File: config.mk
export PLATFORM = sky130hd
export DESIGN_NAME = hgc_frac_div
export DESIGN_NICKNAME = d
export VERILOG_FILES = /design/src/rtl/core/hgc_frac_div.sv
export SDC_FILE = /design/constraint.sdc
export NUM_CORES = 1
export LEC_CHECK = 0
export BUFFER_PORTS_ARGS = -buffer_cell sky130_fd_sc_hd__buf_2
export CORE_ASPECT_RATIO = 0.75
export CORE_MARGIN = 3
export CORE_UTILIZATION = 40
export CTS_BUF_LIST = sky130_fd_sc_hd__clkbuf_8
export DETAILED_ROUTE_END_ITERATION = 7
export GPL_TIMING_DRIVEN = 0
export PLACE_DENSITY = 0.68
export SLEW_MARGIN = 0
export SYNTH_ARGS = -nofsm -noshare
export SYNTH_HDL_FRONTEND = slang
export SYNTH_SLANG_ARGS = --single-unit
export TNS_END_PERCENT = 100
File: constraint.sdc
create_clock -name clk -period 5.9 [get_ports clk]
set_input_delay 0.295 -clock clk [delete_from_list [all_inputs] [get_ports clk]]
set_output_delay 0.295 -clock clk [all_outputs]
set_load 0.005 [all_outputs]
File: src/rtl/core/hgc_frac_div.sv
// ----------------------------------------------------------------------------
// hgc_frac_div: fixed-point fraction divider
// restoring division, one quotient bit per cycle, clamps to one
// ----------------------------------------------------------------------------
module hgc_frac_div #(
  parameter int CNT_W     = 23,
  parameter int FRAC_BITS = 16
) (
  input  logic               clk,
  input  logic               rst,
  input  logic               start,
  input  logic [CNT_W-1:0]   num,
  input  logic [CNT_W-1:0]   den,
  output logic               done,
  output logic [FRAC_BITS:0] quo
);

  localparam int STEP_W = $clog2(FRAC_BITS + 1);

  logic                 busy;
  logic [STEP_W-1:0]    steps;
  logic [CNT_W-1:0]     rem;
  logic [CNT_W-1:0]     dvs;
  logic [FRAC_BITS-1:0] q;
  logic                 den_zero;
  logic                 num_ge;
  logic [CNT_W:0]       shifted;
  logic [CNT_W:0]       diff;
  logic                 fits;

  assign shifted = {rem, 1'b0};
  assign diff    = shifted - {1'b0, dvs};
  assign fits    = shifted >= {1'b0, dvs};

  always_ff @(posedge clk) begin
    if (rst) begin
      busy <= 1'b0;
      done <= 1'b0;
    end else begin
      done <= 1'b0;
      if (start) begin
        busy <= 1'b1;
      end else if (busy && steps == STEP_W'(1)) begin
        busy <= 1'b0;
        done <= 1'b1;
      end
    end
  end

  always_ff @(posedge clk) begin
    if (start) begin
      steps    <= STEP_W'(FRAC_BITS);
      dvs      <= den;
      den_zero <= den == '0;
      num_ge   <= num >= den;
      // a quotient of one or more is clamped, keep the remainder bounded
      rem      <= (num >= den) ? '0 : num;
      q        <= '0;
    end else if (busy) begin
      steps <= steps - STEP_W'(1);
      rem   <= fits ? diff[CNT_W-1:0] : shifted[CNT_W-1:0];
      q     <= {q[FRAC_BITS-2:0], fits};
    end
  end

  assign quo = den_zero ? '0 :
               num_ge   ? {1'b1, {FRAC_BITS{1'b0}}} :
                          {1'b0, q};

endmodule

# --- Word-level counts from Yosys, hierarchy flattened ---
# Index checks and enable logic that the tools add are counted.
totals:
  ff_bits: 71
  word_cells: 27
  inputBits: 49
  output_inout_bits: 18
op_classes:
  magnitude_cmp: 2
  mux: 9
  eq_ne: 1
  n_reduce_logical: 5
  n_addsub: 2
op_table:
  columns: ["op", "n"]
  rows:
  - ["$mux 23", 4]
  - ["$mux 17", 2]
  - ["$ge 24x23->1", 1]
  - ["$ge 23x23->1", 1]
  - ["$logic_not 23->1", 1]
  - ["$sub 23x23->23", 1]
  - ["$eq 5x1->1 const B", 1]
  - ["$sub 5x1->5 const B", 1]
  - ["$reduce_bool 2->1", 2]
  - ["$mux 1", 3]
  - ["$reduce_or 2->1", 1]
  - ["$logic_and 1x1->1", 1]

# --- Longest topological paths before layout ---
# Gate-level depths: netlist of the first run.
logic_depth:
  word_depth: 4
  mapped_depth: 12

# --- Worst setup path after synthesis of the first run ---
# OpenSTA, ideal clock, no wires.
synth_timing:
  kind: "flip-flop to flip-flop"
  start: "register rem[3]"
  end: "register rem[19], data pin"
  t_arrival_ns: 2.363
  slack_ns: 3.270
  stages_incl_launch_ff: 12
  setup_ns: 0.267
  period_less_slack_ns: 2.630
  required_ns: 5.633
  cell_sequence: "edfxtp_1 > ha_1 > a2111o_1 > a21o_1 > a21o_1 > a41oi_2 > o21ai_2 > a21o_1 > buf_6 > buf_6 > nor3_1 > nor4_2"
synth_between:
  elab_chain_len: 4
  word_cells_on_any_way: 5
synth_lines:
  columns: ["item", "line", "rtl"]
  rows:
  - ["start, declared", "22", "logic [CNT_W-1:0] rem;"]
  - ["start signal, assigned", "57", "rem <= (num >= den) ? '0 : num;"]
  - ["start signal, assigned", "61", "rem <= fits ? diff[CNT_W-1:0] : shifted[CNT_W-1:0];"]
  - ["$sub 23x23->23 or $ge 24x23->1 (tied branches)", "32, 33", null]
  - ["$mux 23 (*)", "61", null]
  - ["$mux 23 (*)", "59", "end else if (busy) begin"]
  - ["$mux 23 (*)", "51", "if (start) begin"]
# Every way passes the cells marked *; elsewhere a longest branch is shown, timed or not. The select of a mux whose other input is x is not followed.
# A chain may end at the register's enable or synchronous reset.

# --- Final worst setup path of the first run ---
layout_timing:
  start: "register rem[0]"
  end: "register rem[21], data pin"
# Same word-level chain as after synthesis.

==> results of run 1 <==
[final timing paths]
path,end,slack (ns),cells past startpoint
min,busy,0.11,2
max reg2reg,rem[21],2.75,9
max,rem[21],2.75,9
min reg2reg,steps[1],0.51,2
[per-stage QoR]
stage	power, mW	worst slack (ns)	std cells	area [µm²]
final	1.843	2.747	729	5456
after global routing	1.967	2.628	729	5456
after CTS	1.842	2.743	729	5456
after detailed placement	1.426	2.797	713	5254
after global placement	1.401	2.792	713	5254
after floorplan	1.233	3.270	490	4727
[cells in the final DEF, fill, tap and decap left out, types with 11 or more instances in the layout]
| cell | synthesis | routed |
|---|---|---|
| dfxtp_1 | 23 | 23 |
| and2_1 | 17 | 17 |
| nand2_1 | 26 | 26 |
| buf_2 | 0 | 66 |
| xnor2_1 | 14 | 14 |
| a21oi_1 | 40 | 40 |
| o21ai_0 | 16 | 16 |
| a21o_1 | 13 | 13 |
| nor2_1 | 40 | 40 |
| inv_1 | 55 | 55 |
| edfxtp_1 | 48 | 48 |
| mux2i_1 | 29 | 29 |
| ha_1 | 48 | 48 |
| nand3_1 | 11 | 11 |
[metal layers]
metal / part of all wire (%) / up-vias / track usage [%]
met3: 8.5 / 19 / 5.110
met4: 1.5 / 0 / 5.973
li1: - / 1921 / -
met2: 43 / 156 / 28.28
met1: 47 / 1882 / 28.33
met5: 0 / - / 0
[cell usage after synthesis, types with 8 or more instances]
master,number
nor2_1,40
a211oi_1,8
nand2_1,26
clkbuf_1,10
inv_1,55
edfxtp_1,48
nand3_1,11
o21ai_0,16
dfxtp_1,23
mux2i_1,29
xnor2_1,14
and2_1,17
a21o_1,13
ha_1,48
a21oi_1,40
xor2_1,8
[cells by family (layout without fill, tap and decap cells)]
kind of cell	after synthesis	in the layout	share of synthesized area (%)
muxes	29	29	6.141
adders and majority gates	49	49	13.13
xor gates and xnor gates	22	22	4.076
and+or+nand+nor	136	136	14.69
buffers and inverters	70	152	5.876
DFF	71	71	40.23
AOI/OAI and AO/OA	113	113	15.86
[power breakdown]
group,internal (mW),switching (mW)
registers,0.621,0.0382
logic,0.326,0.444
clock network,0.200,0.214
[registers in the layout, summed over array words and instances (netlist names)]
name / count
busy: 1
den_zero: 1
done: 1
dvs: 23
num_ge: 1
q: 16
rem: 23
steps: 5
[cell type report]
type | count | area (µm²) | area share [%]
multi-input combinational | 349 | 2547 | 46.69
clock buffer | 9 | 123.9 | 2.270
sequential | 71 | 1902 | 34.85
tap | 157 | 196.4 | 3.600
inverter | 55 | 206.4 | 3.784
timing repair buffer | 66 | 330.3 | 6.054
buffer | 15 | 71.32 | 1.307
clock inverter | 7 | 78.83 | 1.445
==> qor.yml, run 1 <==
critPathRequiredTime_ns: 6.00
start_kind: "register"
synth-seq-cells: 71
design.die.area_um2: 13170
cts_root_buffer: "clkbuf_8"
hold_buffers: 0
final_core_util_pct: 48.59
relSlewSlack_pct: 50.24
dr_total_vias: 3978
hold_viol: 0
powerDensity_nw_per_um2: 337.8
finalSetupTns_ns: 0
worstSetupPathType: "register to register"
path_clk_slew_ns: 0.09
via_per_inst: 5.457
period_share_pct: 53.44
fillers: 1075
antenna_left: 0
cp_max_fo: 9
boundaryPins: 67
path_cells: "fa_1, a21o_1, a21o_1, a21o_1, a41oi_2, o21ai_2, a21oi_4, nor2_1, a221o_1"
cts_tree: "yes"
cpMostUsedCell: "a21o_1"
drt_iter0_drc: 435
cp-end-kind: "register"
critical_path_arrival_ns: 3.25
layout-drive-gt1-share_pct: 16.43
holdWs_ns: 0.1144
min_from: "rst"
grt_usage_pct: 19.43
status: "finished clean"
max_cap_violations: 0
ys_types: 55
dp_hpwl_um: 9818
vdd_ir_drop_max_mv: 0.1338
crit_start: "rem[0]"
antenna_cells: 0
first_global_vias: 3742
syn_inst: 490
hp-class: "primary input to register"
yosysWarningCount: 0
htree_levels: 3
rsz0062_at_grt: "false"
nets: 665
yosys.area.top_type_share_pct: 30.49
worstMarginPinSlew_ns: 0.7464
numCtsBuffers: 9
path_buf_inv: 0
dieWidth_um: 131.5
syn_to_final_growth_pct: 15.43
synth-async-reset-ratio_pct: 0
fin_worst_skew_ns: 0.01748
yosysTopAreaCell: "edfxtp_1"
core_um2: 11230
antenna_found_initial: 0
syn_area_um2: 4727
port_buffers: 66
avgSynthCellArea_um2: 9.647
total_leakage_power_nw: 2.531
drt_wl_total_um: 12620
crit_family: "compound AO/OA/AOI/OAI gates"
drt-wirelength-per-cell_um: 17.31
fp.dieH_um: 100.1
drcViolationCount: 0
critPathMaxStageDelay_ns: 0.51
ys_top_cells_by_area: "edfxtp_1 30%, ha_1 13%, dfxtp_1 9.7%"
rows: 33
cpMaxStageDelayCell: "fa_1"
grt_pass1_wl_um: 20220
start_util_pct: 42.09
syn_nets: 588
ys.flop_type: "edfxtp_1"
gp_congestion: 0.9265
finalMaxSlewViolations: 0
synth.yosys.seq_area_share_pct: 40.23
period_needed_ns: 3.153
dr.pass1.iters: 5
numClockSinks: 71
grt_max_degree: 30
cts-resized-gates: 0
max_freq_ghz: 0.3172
setup_viol: 0
synth_edf_count: 48
r2r_start: "rem[0]"
cts_setup_buffers: 0
clock_latency_ns: 0.36
globalRouteOverflowTotal: 0
cts_buffer_depth: 2
Power figures use the tool's default switching activity.
==> inputs of run 2 (changes only) <==
==> constraint.sdc (replaced) <==
create_clock -name clk -period 3.25 [get_ports clk]
set_input_delay 0.1625 -clock clk [delete_from_list [all_inputs] [get_ports clk]]
set_output_delay 0.1625 -clock clk [all_outputs]
set_load 0.005 [all_outputs]
==> qor.yml, run 2 (synthesis gave the netlist of run 1 again) <==
holdWs_ns: 0.02041
start_util_pct: 42.09
total_leakage_power_nw: 2.597
finish.instance_area_um2: 5597
fillers: 1066
nets: 680
cp-end-kind: "register"
rows: 33
htree_levels: 3
critPathMaxStageDelay_ns: 0.52
layout-drive-gt1-share_pct: 16.70
status: "finished clean"
powerDensity_nw_per_um2: 606.1
numCtsBuffers: 9
numClockSinks: 71
hp-class: "primary input to register"
antenna_found_initial: 0
cp_max_fo: 10
cts_root_buffer: "clkbuf_8"
gp_congestion: 0.9265
worstMarginPinSlew_ns: 0.7396
drt-wirelength-per-cell_um: 17.22
fin_worst_skew_ns: 0.01609
dieWidth_um: 131.5
port_buffers: 66
worstSetupPathType: "primary input to register"
vdd_ir_drop_max_mv: 0.2449
boundaryPins: 67
path_buf_inv: 3
cts-resized-gates: 0
core_um2: 11230
cts_tree: "yes"
path_clk_slew_ns: 0.09
dr_total_vias: 4038
hold_viol: 0
path_cells: "dlygate4sd3_1, buf_2, ha_1, nand2b_1, a211o_1, a21oi_1, o211ai_1, a221oi_1, o21a_1, buf_1, a21oi_1, a31oi_1"
layout_commonest_cell: "buf_2"
max_cap_violations: 0
grt_pass1_wl_um: 20350
drt_wl_total_um: 12810
finalMaxSlewViolations: 0
start_kind: "primary input"
critPathRequiredTime_ns: 3.45
dr.pass1.iters: 7
final_cell_mix: "66 x buf_2, 55 x inv_1, 48 x ha_1, 48 x edfxtp_1"
clock_latency_ns: 0.36
cpMaxStageDelayCell: "dlygate4sd3_1"
globalRouteOverflowTotal: 0
antenna_left: 0
setup_viol: 0
finalSetupTns_ns: 0
placed_area_um2: 5254
cts_buffer_depth: 2
period_needed_ns: 3.082
relSlewSlack_pct: 50.70
drt_iter0_drc: 383
rsz0062_at_grt: "false"
grt_max_degree: 30
drcViolationCount: 0
first_global_vias: 3791
via_per_inst: 5.427
dp_hpwl_um: 9818
antenna_cells: 0
fp.dieH_um: 100.1
grt_usage_pct: 19.54
cpMostUsedCell: "a21oi_1"
power.total_mw: 3.392
crit_family: "compound AO/OA/AOI/OAI gates"
syn_to_final_growth_pct: 18.40
critical_path_arrival_ns: 3.28
design.die.area_um2: 13170
period_share_pct: 94.83
max_freq_ghz: 0.3245
top_regs: "dvs: 23 flops, rem: 23 flops, q: 16 flops"
## run 2: stage by stage
stage | instances | util [%] | setup slack (ns)
global placement | 713 | 46.78 | 0.1419
floorplan | 490 | - | 0.6196
global route | 744 | 49.83 | 0.02084
finish | 744 | 49.83 | 0.1681
detailed placement | 713 | 46.78 | 0.1468
CTS | 737 | 49.30 | 0.09323
## run 2: power by group
part           switching [mW]  total (mW)  internal (mW)
sequential             0.0695        1.20           1.13
combinational           0.817        1.44          0.627
clock                   0.389       0.752          0.363
## run 2: area by class of cell
cell class | instances | area (µm²) | share of cell area, %
multi-input combinational | 349 | 2547 | 45.52
sequential | 71 | 1902 | 33.98
timing repair buffer | 81 | 470.5 | 8.406
inverter | 55 | 206.4 | 3.689
tap | 157 | 196.4 | 3.510
clock buffer | 9 | 123.9 | 2.213
clock inverter | 7 | 78.83 | 1.408
buffer | 15 | 71.32 | 1.274
## run 2: layer usage
layer  wire length [µm]  vias up  track usage, %
li1                   -     1949               -
met1               6056     1921           28.33
met2               5584      154           28.67
met3               1016       14           5.110
met4                151        0           5.973
met5                  0        -               0
## run 2: path summary, 6_finish.rpt
| check | start | end | slack [ns] | depth (start not counted) |
|---|---|---|---|---|
| min reg2reg | steps[1] | steps[1] | 0.52 | 2 |
| max | den[0] | rem[22] | 0.17 | 12 |
| max reg2reg | rem[0] | rem[10] | 0.23 | 11 |
| min | den[18] | dvs[18] | 0.02 | 1 |
## run 2: what timing repair did
item | CTS | global route
endpoints found under the hold margin | 9 | 3
buffers inserted | 0 | 4
hold buffers | 8 | 3
setup endpoints to repair | 0 | 2
==> inputs of run 3 (changes only) <==
--- a/config.mk
+++ b/config.mk
@@ -12,7 +12,8 @@
 export CTS_BUF_LIST = sky130_fd_sc_hd__clkbuf_8
 export DETAILED_ROUTE_END_ITERATION = 7
 export GPL_TIMING_DRIVEN = 0
-export PLACE_DENSITY = 0.68
+export PLACE_DENSITY = 0.6
+export SKIP_CTS_REPAIR_TIMING = 1
 export SLEW_MARGIN = 0
 export SYNTH_ARGS = -nofsm -noshare
 export SYNTH_HDL_FRONTEND = slang
==> qor.yml, run 3 (synthesis gave the netlist of run 1 again) <==
dr_total_vias: 3961
final_cell_mix: "66 x buf_2, 56 x inv_1, 48 x ha_1, 48 x edfxtp_1"
period_share_pct: 94.39
power_frac_comb_pct: 43.2
relSlewSlack_pct: 48.68
seqPwrFrac_pct: 36.5
drt_wl_total_um: 12310
numClockSinks: 71
vdd_ir_drop_max_mv: 0.2114
rrSetupSlack_ns: 0.18
antenna_left: 0
path_clk_slew_ns: 0.08
cts_tree: "yes"
holdWs_ns: -0.001066
whs_path_depth: 1
dp_hpwl_um: 9229
cpMaxStageDelayCell: "edfxtp_1"
syn_to_final_growth_pct: 16.20
worst_r2r_path_depth: 9
grt_pass1_wl_um: 19820
start_kind: "register"
fin_worst_skew_ns: 0.01193
r2r_end: "rem[17]"
hp-class: "primary input to register"
htree_levels: 3
cp-end-kind: "register"
max_freq_ghz: 0.3260
hold_viol: 2
layout_setup_ws_ns: 0.1822
drcViolationCount: 0
max_cap_violations: 0
gp_congestion: 0.9102
finalMaxSlewViolations: 0
path_cells: "ha_1, a2111o_1, a21o_1, a21o_1, a41oi_2, o21ai_2, a21oi_4, nor2_1, a221o_1"
setup_viol: 0
powerDensity_nw_per_um2: 594.6
final_core_util_pct: 48.91
core_um2: 11230
cp_max_fo: 7
total_leakage_power_nw: 2.560
period_needed_ns: 3.068
drt-wirelength-per-cell_um: 16.70
via_per_inst: 5.374
layout-drive-gt1-share_pct: 16.72
worstMarginPinSlew_ns: 0.7699
instances_no_fill: 737
cts_root_buffer: "clkbuf_8"
first_global_vias: 3881
whs_endpoint: "dvs[2]"
layout_commonest_cell: "buf_2"
power.net_switching_mw: 1.241
switching_share_pct: 38.00
dieWidth_um: 131.5
pre_cts_ws_ns: -0.01548
top_regs: "dvs: 23 flops, rem: 23 flops, q: 16 flops"
globalRouteOverflowTotal: 0
dp_cells: 713
r2r_start: "rem[3]"
fp.dieH_um: 100.1
critPathRequiredTime_ns: 3.37
power_frac_clock_pct: 20.3
rsz0062_at_grt: "false"
drt_iter0_drc: 241
rows: 33
nets: 673
cts_buffer_depth: 2
grt_max_degree: 30
start_util_pct: 42.09
min_from: "den[2]"
antenna_found_initial: 0
critical_path_arrival_ns: 3.19
status: "complete, but fails checks"
power.internal_mw: 2.025
dr.pass1.iters: 5
clock_latency_ns: 0.37
cpMostUsedCell: "a21o_1"
antenna_cells: 0
violations: "negative hold slack"
port_buffers: 66
design.die.area_um2: 13170
boundaryPins: 67
critPathMaxStageDelay_ns: 0.40
worstSetupPathType: "register to register"
numCtsBuffers: 9
grt_usage_pct: 19.34
run 3: cell types whose count changed in the layout (fill, tap and decap cells not counted), sizes merged:
cell / before / now
bufinv: 1 / 0
clkinv: 4 / 1
dlygate4sd3: 11 / 4
inv: 57 / 61
run 3: layout make-up:
type / instances / area, µm²
Buffer: 15 / 71.32
Clock buffer: 9 / 123.9
Clock inverter: 7 / 45.04
Fill cell: 1111 / 5738
Inverter: 55 / 206.4
Multi-Input combinational cell: 349 / 2547
Sequential cell: 71 / 1902
Tap cell: 157 / 196.4
Timing Repair Buffer: 74 / 400.4
run 3: power by group through the flow:
stage	sequential, mW	combinational [mW]	clock (mW)
floorplan	1.19	1.04	0
global placement	1.21	1.34	0
detailed placement	1.21	1.35	0
CTS	1.19	1.36	0.671
global route	1.21	1.57	0.711
finish	1.19	1.41	0.663
run 3: how the worst max path moves through the flow:
stage,from,endpoint,slack (ns),cells past startpoint
2_1_floorplan,rem[3],rem[19],0.62,11
3_5_place_dp,den[8],rem[15],-0.02,12
3_3_place_gp,den[8],rem[15],-0.02,12
5_1_grt,rem[3],rem[3],0.06,11
4_1_cts,rem[3],rem[17],0.12,9
6_report,rem[3],rem[17],0.18,9
run 3: through the flow:
stage	total power, mW	setup TNS [ns]	instance area [µm²]
CTS	3.227	0	5423
detailed placement	2.563	-0.01548	5254
finish	3.266	0	5493
floorplan	2.238	0	4727
global route	3.495	0	5493
global placement	2.545	-0.02381	5254
run 3: worst max-delay path: cells and delay by family, from the launching register on:
kind	cells	cell delay, ns
AOI/OAI and AO/OA	7	1.83
adders and majority gates	1	0.38
DFF	1	0.40
and+or+nand+nor	1	0.19
run 3: layer usage:
| metal | vias up | wire [µm] | GRT usage [%] |
|---|---|---|---|
| met5 | - | 0 | 0 |
| met4 | 0 | 286 | 7.748 |
| met3 | 21 | 769 | 3.707 |
| met2 | 140 | 5264 | 29.66 |
| met1 | 1867 | 5989 | 27.14 |
| li1 | 1933 | - | - |
